[src/rtl/core/ksrq_pkg.sv]
// Shared types and constants for the key set with rank query block.
package ksrq_pkg;

    localparam int CAPACITY_DEFAULT  = 16;
    localparam int KEY_WIDTH_DEFAULT = 32;

    localparam int CMD_W = 2;

    typedef enum logic [CMD_W-1:0] {
        CMD_INSERT = 2'd0,
        CMD_ERASE  = 2'd1,
        CMD_TEST   = 2'd2,
        CMD_SELECT = 2'd3
    } cmd_t;

    typedef enum logic [2:0] {
        ST_IDLE,
        ST_SCAN,
        ST_SEL_NEXT,
        ST_SEL_CAND,
        ST_RESULT
    } state_t;

endpackage

[src/rtl/core/key_set_with_rank_query.sv]
// Bounded set of distinct keys with insert, erase, membership test and rank select.
//
// The block takes one request at a time and answers each with exactly one result.
// All work is done by a sequencer around a single key memory, which has one read
// port with a registered output, and one equality and one magnitude comparator.
// Insert, erase and membership test sweep every slot once before the result is
// registered. Rank select picks candidate slots in turn and sweeps all slots for
// each one to count smaller keys; a select with a rank not below the count skips
// the sweeps and goes straight to the result. Once a result sits in the output
// register, the next request is accepted while that result still waits to be
// taken.
module key_set_with_rank_query #(
    parameter int CAPACITY  = ksrq_pkg::CAPACITY_DEFAULT,
    parameter int KEY_WIDTH = ksrq_pkg::KEY_WIDTH_DEFAULT
) (
    input  logic        aclk,
    input  logic        aresetn,
    input  logic        s_valid,
    output logic        s_ready,
    input  logic [1:0]  s_command,
    input  logic [31:0] s_key,
    input  logic [3:0]  s_rank,
    output logic        m_valid,
    input  logic        m_ready,
    output logic        m_success,
    output logic [31:0] m_selected_key,
    output logic [4:0]  m_item_count,
    output logic        m_table_full
);

    localparam int IDX_W = (CAPACITY > 1) ? $clog2(CAPACITY) : 1;
    localparam int CNT_W = $clog2(CAPACITY + 1);
    localparam logic [IDX_W-1:0] LAST_IDX = IDX_W'(CAPACITY - 1);

    ksrq_pkg::state_t state_reg, state_next;
    ksrq_pkg::cmd_t   cmd_reg, cmd_next;

    logic [KEY_WIDTH-1:0] key_reg, key_next;
    logic [3:0]           rank_reg, rank_next;
    logic [CNT_W-1:0]     count_reg, count_next;
    logic [CAPACITY-1:0]  valid_reg, valid_next;
    logic [IDX_W-1:0]     scan_idx_reg, scan_idx_next;
    logic                 issue_reg, issue_next;
    logic                 pipe_vld_reg, pipe_vld_next;
    logic [IDX_W-1:0]     pipe_idx_reg, pipe_idx_next;
    logic                 found_reg, found_next;
    logic [IDX_W-1:0]     slot_reg, slot_next;
    logic                 free_found_reg, free_found_next;
    logic [IDX_W-1:0]     free_reg, free_next;
    logic [IDX_W-1:0]     outer_reg, outer_next;
    logic [KEY_WIDTH-1:0] cand_reg, cand_next;
    logic [CNT_W-1:0]     below_reg, below_next;
    logic                 res_success_reg, res_success_next;
    logic [31:0]          res_sel_reg, res_sel_next;
    logic                 res_full_reg, res_full_next;

    logic                 m_valid_reg, m_valid_next;
    logic                 m_success_reg;
    logic [31:0]          m_selected_key_reg;
    logic [4:0]           m_item_count_reg;
    logic                 m_table_full_reg;

    logic [KEY_WIDTH-1:0] mem [CAPACITY];
    logic [KEY_WIDTH-1:0] rd_reg;
    logic                 mem_we;
    logic [IDX_W-1:0]     mem_waddr;
    logic [IDX_W-1:0]     mem_raddr;

    logic                 out_load;
    logic [KEY_WIDTH-1:0] cmp_a;
    logic                 hit;
    logic                 free_hit;
    logic                 less;
    logic                 found_now;
    logic [IDX_W-1:0]     slot_now;
    logic                 free_now;
    logic [IDX_W-1:0]     free_slot_now;
    logic [CNT_W-1:0]     below_now;
    logic [63:0]          s_key_ext;
    logic [63:0]          cand_ext;
    logic [15:0]          count_ext;

    assign s_ready        = (state_reg == ksrq_pkg::ST_IDLE);
    assign m_valid        = m_valid_reg;
    assign m_success      = m_success_reg;
    assign m_selected_key = m_selected_key_reg;
    assign m_item_count   = m_item_count_reg;
    assign m_table_full   = m_table_full_reg;

    assign s_key_ext = {32'd0, s_key};
    assign cand_ext  = 64'(cand_reg);
    assign count_ext = 16'(count_reg);

    assign cmp_a    = (cmd_reg == ksrq_pkg::CMD_SELECT) ? cand_reg : key_reg;
    assign hit      = pipe_vld_reg && valid_reg[pipe_idx_reg] && (cmp_a == rd_reg);
    assign free_hit = pipe_vld_reg && !valid_reg[pipe_idx_reg];
    assign less     = pipe_vld_reg && valid_reg[pipe_idx_reg] && (cmp_a > rd_reg);

    assign found_now     = found_reg || hit;
    assign slot_now      = found_reg ? slot_reg : pipe_idx_reg;
    assign free_now      = free_found_reg || free_hit;
    assign free_slot_now = free_found_reg ? free_reg : pipe_idx_reg;
    assign below_now     = below_reg + CNT_W'(less);

    always_ff @(posedge aclk) begin
        if (mem_we) begin
            mem[mem_waddr] <= key_reg;
        end
        rd_reg <= mem[mem_raddr];
    end

    always_comb begin
        state_next       = state_reg;
        cmd_next         = cmd_reg;
        key_next         = key_reg;
        rank_next        = rank_reg;
        count_next       = count_reg;
        valid_next       = valid_reg;
        scan_idx_next    = scan_idx_reg;
        issue_next       = issue_reg;
        pipe_vld_next    = 1'b0;
        pipe_idx_next    = scan_idx_reg;
        found_next       = found_reg;
        slot_next        = slot_reg;
        free_found_next  = free_found_reg;
        free_next        = free_reg;
        outer_next       = outer_reg;
        cand_next        = cand_reg;
        below_next       = below_reg;
        res_success_next = res_success_reg;
        res_sel_next     = res_sel_reg;
        res_full_next    = res_full_reg;
        mem_we           = 1'b0;
        mem_waddr        = free_slot_now;
        mem_raddr        = scan_idx_reg;
        out_load         = 1'b0;

        unique case (state_reg)
            ksrq_pkg::ST_IDLE: begin
                if (s_valid) begin
                    cmd_next         = ksrq_pkg::cmd_t'(s_command);
                    key_next         = s_key_ext[KEY_WIDTH-1:0];
                    rank_next        = s_rank;
                    res_success_next = 1'b0;
                    res_sel_next     = 32'd0;
                    res_full_next    = 1'b0;
                    if (ksrq_pkg::cmd_t'(s_command) == ksrq_pkg::CMD_SELECT) begin
                        if (16'(s_rank) < count_ext) begin
                            outer_next = '0;
                            state_next = ksrq_pkg::ST_SEL_NEXT;
                        end else begin
                            state_next = ksrq_pkg::ST_RESULT;
                        end
                    end else begin
                        scan_idx_next   = '0;
                        issue_next      = 1'b1;
                        found_next      = 1'b0;
                        free_found_next = 1'b0;
                        state_next      = ksrq_pkg::ST_SCAN;
                    end
                end
            end
            ksrq_pkg::ST_SEL_NEXT: begin
                mem_raddr = outer_reg;
                if (valid_reg[outer_reg]) begin
                    state_next = ksrq_pkg::ST_SEL_CAND;
                end else if (outer_reg == LAST_IDX) begin
                    state_next = ksrq_pkg::ST_RESULT;
                end else begin
                    outer_next = outer_reg + IDX_W'(1);
                end
            end
            ksrq_pkg::ST_SEL_CAND: begin
                cand_next     = rd_reg;
                below_next    = '0;
                scan_idx_next = '0;
                issue_next    = 1'b1;
                state_next    = ksrq_pkg::ST_SCAN;
            end
            ksrq_pkg::ST_SCAN: begin
                if (issue_reg) begin
                    pipe_vld_next = 1'b1;
                    pipe_idx_next = scan_idx_reg;
                    if (scan_idx_reg == LAST_IDX) begin
                        issue_next = 1'b0;
                    end else begin
                        scan_idx_next = scan_idx_reg + IDX_W'(1);
                    end
                end
                if (hit && !found_reg) begin
                    found_next = 1'b1;
                    slot_next  = pipe_idx_reg;
                end
                if (free_hit && !free_found_reg) begin
                    free_found_next = 1'b1;
                    free_next       = pipe_idx_reg;
                end
                below_next = below_now;
                if (pipe_vld_reg && (pipe_idx_reg == LAST_IDX)) begin
                    state_next = ksrq_pkg::ST_RESULT;
                    unique case (cmd_reg)
                        ksrq_pkg::CMD_INSERT: begin
                            if (!found_now) begin
                                if (free_now) begin
                                    mem_we                    = 1'b1;
                                    valid_next[free_slot_now] = 1'b1;
                                    count_next                = count_reg + CNT_W'(1);
                                    res_success_next          = 1'b1;
                                end else begin
                                    res_full_next = 1'b1;
                                end
                            end
                        end
                        ksrq_pkg::CMD_ERASE: begin
                            if (found_now) begin
                                valid_next[slot_now] = 1'b0;
                                count_next           = count_reg - CNT_W'(1);
                                res_success_next     = 1'b1;
                            end
                        end
                        ksrq_pkg::CMD_TEST: begin
                            res_success_next = found_now;
                        end
                        ksrq_pkg::CMD_SELECT: begin
                            if (16'(below_now) == 16'(rank_reg)) begin
                                res_success_next = 1'b1;
                                res_sel_next     = cand_ext[31:0];
                            end else if (outer_reg != LAST_IDX) begin
                                outer_next = outer_reg + IDX_W'(1);
                                state_next = ksrq_pkg::ST_SEL_NEXT;
                            end
                        end
                        default: begin
                            state_next = ksrq_pkg::ST_RESULT;
                        end
                    endcase
                end
            end
            ksrq_pkg::ST_RESULT: begin
                if (!m_valid_reg || m_ready) begin
                    out_load   = 1'b1;
                    state_next = ksrq_pkg::ST_IDLE;
                end
            end
            default: begin
                state_next = ksrq_pkg::ST_IDLE;
            end
        endcase

        if (out_load) begin
            m_valid_next = 1'b1;
        end else if (m_ready) begin
            m_valid_next = 1'b0;
        end else begin
            m_valid_next = m_valid_reg;
        end
    end

    always_ff @(posedge aclk) begin
        if (!aresetn) begin
            state_reg    <= ksrq_pkg::ST_IDLE;
            count_reg    <= '0;
            valid_reg    <= '0;
            issue_reg    <= 1'b0;
            pipe_vld_reg <= 1'b0;
            m_valid_reg  <= 1'b0;
        end else begin
            state_reg    <= state_next;
            count_reg    <= count_next;
            valid_reg    <= valid_next;
            issue_reg    <= issue_next;
            pipe_vld_reg <= pipe_vld_next;
            m_valid_reg  <= m_valid_next;
        end
    end

    always_ff @(posedge aclk) begin
        cmd_reg         <= cmd_next;
        key_reg         <= key_next;
        rank_reg        <= rank_next;
        scan_idx_reg    <= scan_idx_next;
        pipe_idx_reg    <= pipe_idx_next;
        found_reg       <= found_next;
        slot_reg        <= slot_next;
        free_found_reg  <= free_found_next;
        free_reg        <= free_next;
        outer_reg       <= outer_next;
        cand_reg        <= cand_next;
        below_reg       <= below_next;
        res_success_reg <= res_success_next;
        res_sel_reg     <= res_sel_next;
        res_full_reg    <= res_full_next;
        if (out_load) begin
            m_success_reg      <= res_success_reg;
            m_selected_key_reg <= res_sel_reg;
            m_item_count_reg   <= count_ext[4:0];
            m_table_full_reg   <= res_full_reg;
        end
    end

endmodule

[config.mk]
export PLATFORM = sky130hd
export DESIGN_NAME = key_set_with_rank_query
export DESIGN_NICKNAME = d
export VERILOG_FILES = /design/src/rtl/core/ksrq_pkg.sv /design/src/rtl/core/key_set_with_rank_query.sv
export SDC_FILE = /design/constraint.sdc
export NUM_CORES = 1
export LEC_CHECK = 0
export BUFFER_PORTS_ARGS = -buffer_cell sky130_fd_sc_hd__clkbuf_2
export CAP_MARGIN = 20
export CORE_ASPECT_RATIO = 0.5
export CORE_MARGIN = 1
export CORE_UTILIZATION = 55
export CTS_CLUSTER_SIZE = 16
export DETAILED_ROUTE_END_ITERATION = 8
export PLACE_DENSITY = 0.72
export SYNTH_ARGS = -nofsm -noshare
export SYNTH_HDL_FRONTEND = slang
export SYNTH_SLANG_ARGS = --single-unit
[constraint.sdc]
create_clock -name aclk -period 15.56 [get_ports aclk]
set_input_delay 0.778 -clock aclk [delete_from_list [all_inputs] [get_ports aclk]]
set_output_delay 0.778 -clock aclk [all_outputs]
set_load 0.02 [all_outputs]
Yosys cells after proc, flatten, opt, wreduce, memory -nomap -nowiden
Memories as Yosys holds them, arrays and structs flattened. A register that Yosys moved wholly into a read port is not among the register bits.
Index checks and enable logic that the tools add are counted.
{"block": "op_classes", "n_addsub": 5, "n_mul": 0, "n_div": 0, "n_lt_le_gt_ge": 8, "eq_ne": 41, "shift": 0, "n_mux": 88, "bitwise": 3, "reduce_logical": 38}
{"cell": "$mux 32", "n": 5}
{"cell": "$mux 4", "n": 16}
{"cell": "$pmux 32 s2", "n": 1}
{"cell": "$mux 16", "n": 3}
{"cell": "$ne 2x2->1 const B", "n": 19}
{"cell": "$mux 1", "n": 34}
{"cell": "$eq 32x32->1", "n": 1}
{"cell": "$gt 32x32->1", "n": 1}
{"cell": "$pmux 16 s2", "n": 1}
{"cell": "$mux 3", "n": 10}
{"cell": "$pmux 4 s3", "n": 2}
{"cell": "$lt 4x5->1 const B", "n": 4}
{"cell": "$pmux 5 s2", "n": 2}
{"cell": "$and 16x16->16", "n": 1}
{"cell": "$not 16->16", "n": 1}
{"cell": "$or 16x16->16", "n": 1}
{"cell": "$mux 5", "n": 3}
{"cell": "$ne 3x3->1 const B", "n": 5}
{"cell": "$pmux 3 s5", "n": 1}
{"cell": "$eq 4x4->1 const B", "n": 3}
{"cell": "$reduce_and 4->1", "n": 3}
{"cell": "$reduce_and 6->1", "n": 2}
{"cell": "$reduce_and 10->1", "n": 1}
{"cell": "$reduce_and 5->1", "n": 2}
{"cell": "other kinds (29)", "n": 61}
{"block": "totals", "reg_bits": 197, "latch_bits": 0, "mem_bits_rw": 512, "rom_bits": 0, "input_bits": 42, "out_inout_bits": 41, "wordCells": 209, "mem_count": 1}
{"name": "mem", "words": 16, "width": 32, "rd": 1, "rd_ports_with_merged_regs": 1, "write_ports": 1, "line": "key_set_with_rank_query.sv:63", "rtl": "logic [KEY_WIDTH-1:0] mem [CAPACITY];"}

Longest topological paths before layout
{"block": "logic_depth", "depth_word": 12, "ltp_mapped": 21, "depth_no_buf": 19}

Least setup slack after synthesis
No wires, ideal clock.
{"block": "synth_timing", "path_type": "flip-flop to flip-flop", "start": "register cmd_reg[0]", "end": "register res_sel_reg[0], enable pin", "setup_ps": 432, "arrival_ps": 5456, "setup_slack_ps": 9673, "stages_incl_launch_ff": 20, "n_path_buf": 2, "synth_period_minus_slack_ps": 5887, "path_cell_list": "edfxtp_1 clkbuf_1 nand2_1 buf_1 mux2_2 ha_1 a21o_1 a21o_1 a21oi_1 o21ai_0 a221o_1 a31oi_1 a211oi_1 ha_1 ha_1 nand2b_1 o211a_1 o32ai_1 nand4_1 a21oi_1"}
{"block": "synth_between", "elab_chain_cells": 8, "elab_cells_between_ends": 9, "cone_classes": "add/sub: 1; order compare: 1; eq/ne: 4; mux: 1; reduce/logical: 2"}
{"item": "from (decl)", "line": "key_set_with_rank_query.sv:36", "rtl": "ksrq_pkg::cmd_t cmd_reg, cmd_next;"}
{"item": "from (signal assigned)", "line": "key_set_with_rank_query.sv:278", "rtl": "cmd_reg <= cmd_next;"}
{"item": "$eq 2x2->1 (*)", "line": "key_set_with_rank_query.sv:94, key_set_with_rank_query.sv:201"}
{"item": "$mux 32", "line": "key_set_with_rank_query.sv:94", "rtl": "assign cmp_a = (cmd_reg == ksrq_pkg::CMD_SELECT) ? cand_reg : key_reg;"}
{"item": "$gt 32x32->1", "line": "key_set_with_rank_query.sv:97", "rtl": "assign less = pipe_vld_reg && valid_reg[pipe_idx_reg] && (cmp_a > rd_reg);"}
{"item": "$logic_and 1x1->1", "line": "key_set_with_rank_query.sv:97"}
{"item": "$add 5x1->5", "line": "key_set_with_rank_query.sv:103", "rtl": "assign below_now = below_reg + CNT_W'(less);"}
{"item": "$eq 5x4->1", "line": "key_set_with_rank_query.sv:225", "rtl": "if (16'(below_now) == 16'(rank_reg)) begin"}
{"item": "$ne 2x2->1 (no line)"}
{"item": "$reduce_and 5->1 (no line) (*)"}
{"item": "to (signal assigned)", "line": "key_set_with_rank_query.sv:291", "rtl": "res_sel_reg <= res_sel_next;"}
{"item": "to (decl)", "line": "key_set_with_rank_query.sv:54", "rtl": "logic [31:0] res_sel_reg, res_sel_next;"}
Mark *: on every way between the ends. The rest lies on a longest branch, timed or not.
A chain may end at the register's enable or synchronous reset.

Worst setup path after layout
{"block": "layout_timing", "start": "register cmd_reg[0]", "end": "register res_sel_reg[22], enable pin"}
The elaborated chain is that of the path after synthesis.

==> out/results.txt <==
The flow ran to the end, and the final reports show no timing, DRC or antenna violations. The fraction of met1 tracks used by global routing was 0.411; the number of maximum-capacitance constraint violations was 0. The clock passes through at most 3 buffers. The class of the tightest hold or removal check is input pin to flop.

The clock-pin slew reported for the worst setup and hold paths after clock tree synthesis is 0.07 ns. The top register by number of flip-flops was mem. The net count after synthesis is 2129, and the final critical-path share of the clock period is 0.375. Of all nets on the critical path, the largest fanout is 33. For this block, the initial DRC count from the detailed router was 1987. The layer flagged by global routing as most heavily used is met1. The register with the most flip-flops in the layout has 512 of them.

The minimum clock period is 5.84 ns, and the clock buffer count from CTS is 61. The synthesized design contains 678 enable-type register cells. The insertion delay to the later sink of the worst-skew pair was 0.62 ns; the starting density of the core was 0.564. The number of global-route vias before repair was 16.9k. The worst relative slew slack is 0.0492. The number of nets still failing antenna checks after routing is 0. For flop-to-flop paths, the worst setup slack is 9.72 ns. The pin count of the biggest net entering global routing was 179; the maximum single-stage delay on the critical path was 0.87 ns. The sequential area share after synthesis came out at 0.728.

The quantity of gates resized following cts came out at 0. The synthesized design spends more area on one cell type than any other, namely sky130_fd_sc_hd__edfxtp_1. Setup repair after global routing left no endpoint under its margin.

The met2 global-route usage was 0.376; the number of buffers and inverters on the critical path was 0. From left edge to right edge, the die measures 331 um. The highest-delay cell along the critical path is sky130_fd_sc_hd__a21oi_4. For this run, the post-layout net count is 2176.

Yosys attributes the largest share of cell area to sky130_fd_sc_hd__edfxtp_1, sky130_fd_sc_hd__dfxtp_1, sky130_fd_sc_hd__a211oi_1. The wire length per cell after detailed routing is 25.1 um, and the number of hold buffers added after cts is 0. The first global-routing pass estimated 107000 um of wire.

Summing all multi-input logic gate instances after layout gives 7510 sq um. The number of port buffers is 82, and the area share of the leading cell type in the synthesized netlist is 0.686. The detailed router placed 17.9k vias in this run. The logic depth of the worst register-to-register path is 17, and the fill cell total of the finished layout is 3783. The total DRC errors in the routed layout is 0.

The final hold violation count is 0, and the synthesized area divided by synthesized cell count is 14.5 sq um. The number of stages on the worst hold path was 1. The number of logic stages on the critical path including buffering works out to 17.

The placeable core region came out at 52600 sq um. Category of cells accounting for the largest share of critical-path delay: compound AO/OA/AOI/OAI gates. TritonCTS built the clock tree. In the synthesized netlist the dominant register cell turns out to be sky130_fd_sc_hd__edfxtp_1. Summed over all failing endpoints, the final setup total negative slack is 0 ns. The count of different cell masters after synthesis was 66; the highest clock frequency the design can meet was 171 MHz.

The run gives 0.625 as the final cell utilization of the core. Setup violations remaining at the end of the flow were counted as 0. The tools report the worst supply voltage drop on vdd as 92.5 uV. Routability-driven placement finished with a final weighted congestion of 0.867. The synthesized netlist occupies a cell area of 29700 sq um.

Buffers added to address setup during post-CTS repair amount to 0. Clock skew on the completed layout was measured at 0.0172 ns. The fraction of layout instances using a drive strength above 1 works out to 0.136. The run gives 71200 um as the total wire length.

After global routing the overflow that remains totals 0. Initial antenna violation count: 5. In the routed layout, each cell is associated on average with a via count of 6.28. The maximum level of the CTS H-tree was 2; the measured slew at the worst slew-check pin was 1.43 ns.

The critical path is of the flop to flop type. Detailed placement ended at an HPWL of 38800 um. The chip height was 166 um; the required time of the critical path was 15.80 ns. Across the whole layout, storage elements account for 21600 sq um.

The logs give 0 for the total count of max-transition violations in the final report and 6.07 ns for the data arrival time of the worst path. For hold timing, the worst endpoint is key_reg[5]. The area growth from synthesis to layout is 10.9%. The startpoint of the most critical register-to-register path was cmd_reg[0]. Across all hold checks on the routed design, the worst slack comes to 0.334 ns. In this run the cell area measured after placement is 30900 sq um. The clock sink count was 741. The endpoint identified for the worst register-to-register timing path is res_sel_reg[22]. STA classifies the critical path startpoint as a flop. The signal on the critical path passes through nand2_2 > mux2_2 > ha_1 > a21o_1 > a21o_1 > a21oi_1 > o21ai_0 > a221o_1 > a31oi_1 > a211oi_1 > ha_1 > ha_1 > nand2b_1 > o211a_1 > o32ai_1 > nand4_1 > a21oi_4. In this run the static leakage power is 0.0110 uW. The Yosys step of the flow raised 0 warnings.

The tools report the total iterations of the first detailed-routing run as 8. Share of synthesized registers carrying an async set or reset: 0. After synthesis the netlist holds a flip-flop and latch count of 741.

The tools report the total routing usage reported by global routing as 0.261. In this run the most critical hold path is launched from s_key[5]. The die area is 54900 sq um. The most numerous cell type found on the critical path is sky130_fd_sc_hd__ha_1. The row count came out at 59. In this run the power density over the cells is 134 nW/um^2. The cell sitting at the root of the clock tree is a sky130_fd_sc_hd__clkbuf_16. The post-synthesis cell count is 2044.

For this design the top-level I/O count stands at 83. For the summed area of non-filler cells in the final layout, the log shows 32900 sq um. The met3 usage was 0.0477. The type of destination of the critical path is a flop.
layout make-up:
class,instances,area share
Inverter,48,0.00547
Sequential cell,741,0.657
Clock buffer,91,0.0536
Antenna cell,1,0.0000760
Clock inverter,22,0.00817
Multi-Input combinational cell,1125,0.228
Tap cell,701,0.0266
Timing Repair Buffer,114,0.0209
stage by stage:
stage                     power, uW  setup slack, ns  std cells
after CTS                      4410             9.72       2842
final                          4400             9.72       2843
after floorplan                2700             9.67       2044
after detailed placement       2870             9.74       2729
after global placement         2850             9.96       2728
after global routing           4550             9.27       2842
Yosys cell counts (all sizes together), types with 2 or more instances:
master	instances
nand2	280
and3	7
dfxtp	63
a21o	11
nor3b	2
nor4	2
nand2b	7
ha	42
buf	49
nand4	8
a21oi	90
mux4	9
xnor2	6
nand3	16
o21ai	15
o21a	5
clkbuf	81
and2	165
nor2	46
a31oi	70
o31ai	3
o221a	15
or3	4
nor2b	6
nor3	12
mux2i	9
a311oi	64
mux2	32
o32ai	2
o22ai	3
a211oi	162
inv	47
o22a	4
a22oi	2
xor2	7
edfxtp	678
and4	2
cell families after synthesis:
| family | synth area share |
|---|---|
| flops | 0.728 |
| compound gates | 0.110 |
| fa+ha+maj | 0.0184 |
| xor+xnor | 0.00464 |
| buf+inv | 0.0253 |
| simple gates | 0.0909 |
| mux | 0.0224 |
worst register-to-register path, delay by kind of cell, from the launching register on:
kind | cells | cell delay [ns]
AOI/OAI and AO/OA | 10 | 2.60
adders and majority gates | 3 | 0.76
DFF | 1 | 0.54
muxes | 1 | 0.44
and+or+nand+nor | 3 | 1.11
report_power, final:
| part | total [uW] | switching, uW | leakage (uW) | internal [uW] |
|---|---|---|---|---|
| Combinational | 503 | 330 | 0.00334 | 173 |
| Sequential | 2330 | 78.3 | 0.00667 | 2250 |
| Clock | 1560 | 680 | 0.000992 | 881 |
per-layer routing:
metal	share of wire	routed length [um]
met5	0.00013	9
met4	0.021	1490
met3	0.10	7190
met2	0.43	30900
met1	0.44	31700
worst max-delay path by stage:
| stage | start | to |
|---|---|---|
| 6_report | cmd_reg[0] | res_sel_reg[22] |
| 5_1_grt | cmd_reg[0] | res_sel_reg[6] |
| 4_1_cts | cmd_reg[0] | res_sel_reg[6] |
| 3_5_place_dp | cmd_reg[0] | res_sel_reg[23] |
| 3_3_place_gp | cmd_reg[0] | res_sel_reg[24] |
| 2_1_floorplan | cmd_reg[0] | res_sel_reg[0] |
placed cells by master, fill, tap and decap left out, types with 8 or more instances in the layout:
cell type	Yosys	routed
sky130_fd_sc_hd__clkbuf_2	0	82
sky130_fd_sc_hd__inv_1	47	46
sky130_fd_sc_hd__a31oi_1	70	70
sky130_fd_sc_hd__a21oi_1	88	87
sky130_fd_sc_hd__a311oi_1	64	64
sky130_fd_sc_hd__o21ai_0	13	13
sky130_fd_sc_hd__a21o_1	11	11
sky130_fd_sc_hd__mux4_2	9	9
sky130_fd_sc_hd__nor2_1	46	29
sky130_fd_sc_hd__edfxtp_1	678	678
sky130_fd_sc_hd__nand4_1	8	8
sky130_fd_sc_hd__mux2_2	31	31
sky130_fd_sc_hd__clkbuf_8	0	10
sky130_fd_sc_hd__ha_1	42	42
sky130_fd_sc_hd__o221a_2	15	15
sky130_fd_sc_hd__a211oi_1	162	162
sky130_fd_sc_hd__nor3_1	12	12
sky130_fd_sc_hd__and2_0	28	28
sky130_fd_sc_hd__nor2_4	0	17
sky130_fd_sc_hd__nand3_1	16	16
sky130_fd_sc_hd__buf_4	1	29
sky130_fd_sc_hd__and2_1	137	136
sky130_fd_sc_hd__dfxtp_1	63	63
sky130_fd_sc_hd__clkinv_1	1	8
sky130_fd_sc_hd__clkbuf_1	81	18
sky130_fd_sc_hd__clkbuf_16	0	62
sky130_fd_sc_hd__nand2_1	280	279
No activity file was read; power rests on OpenSTA's default activity.
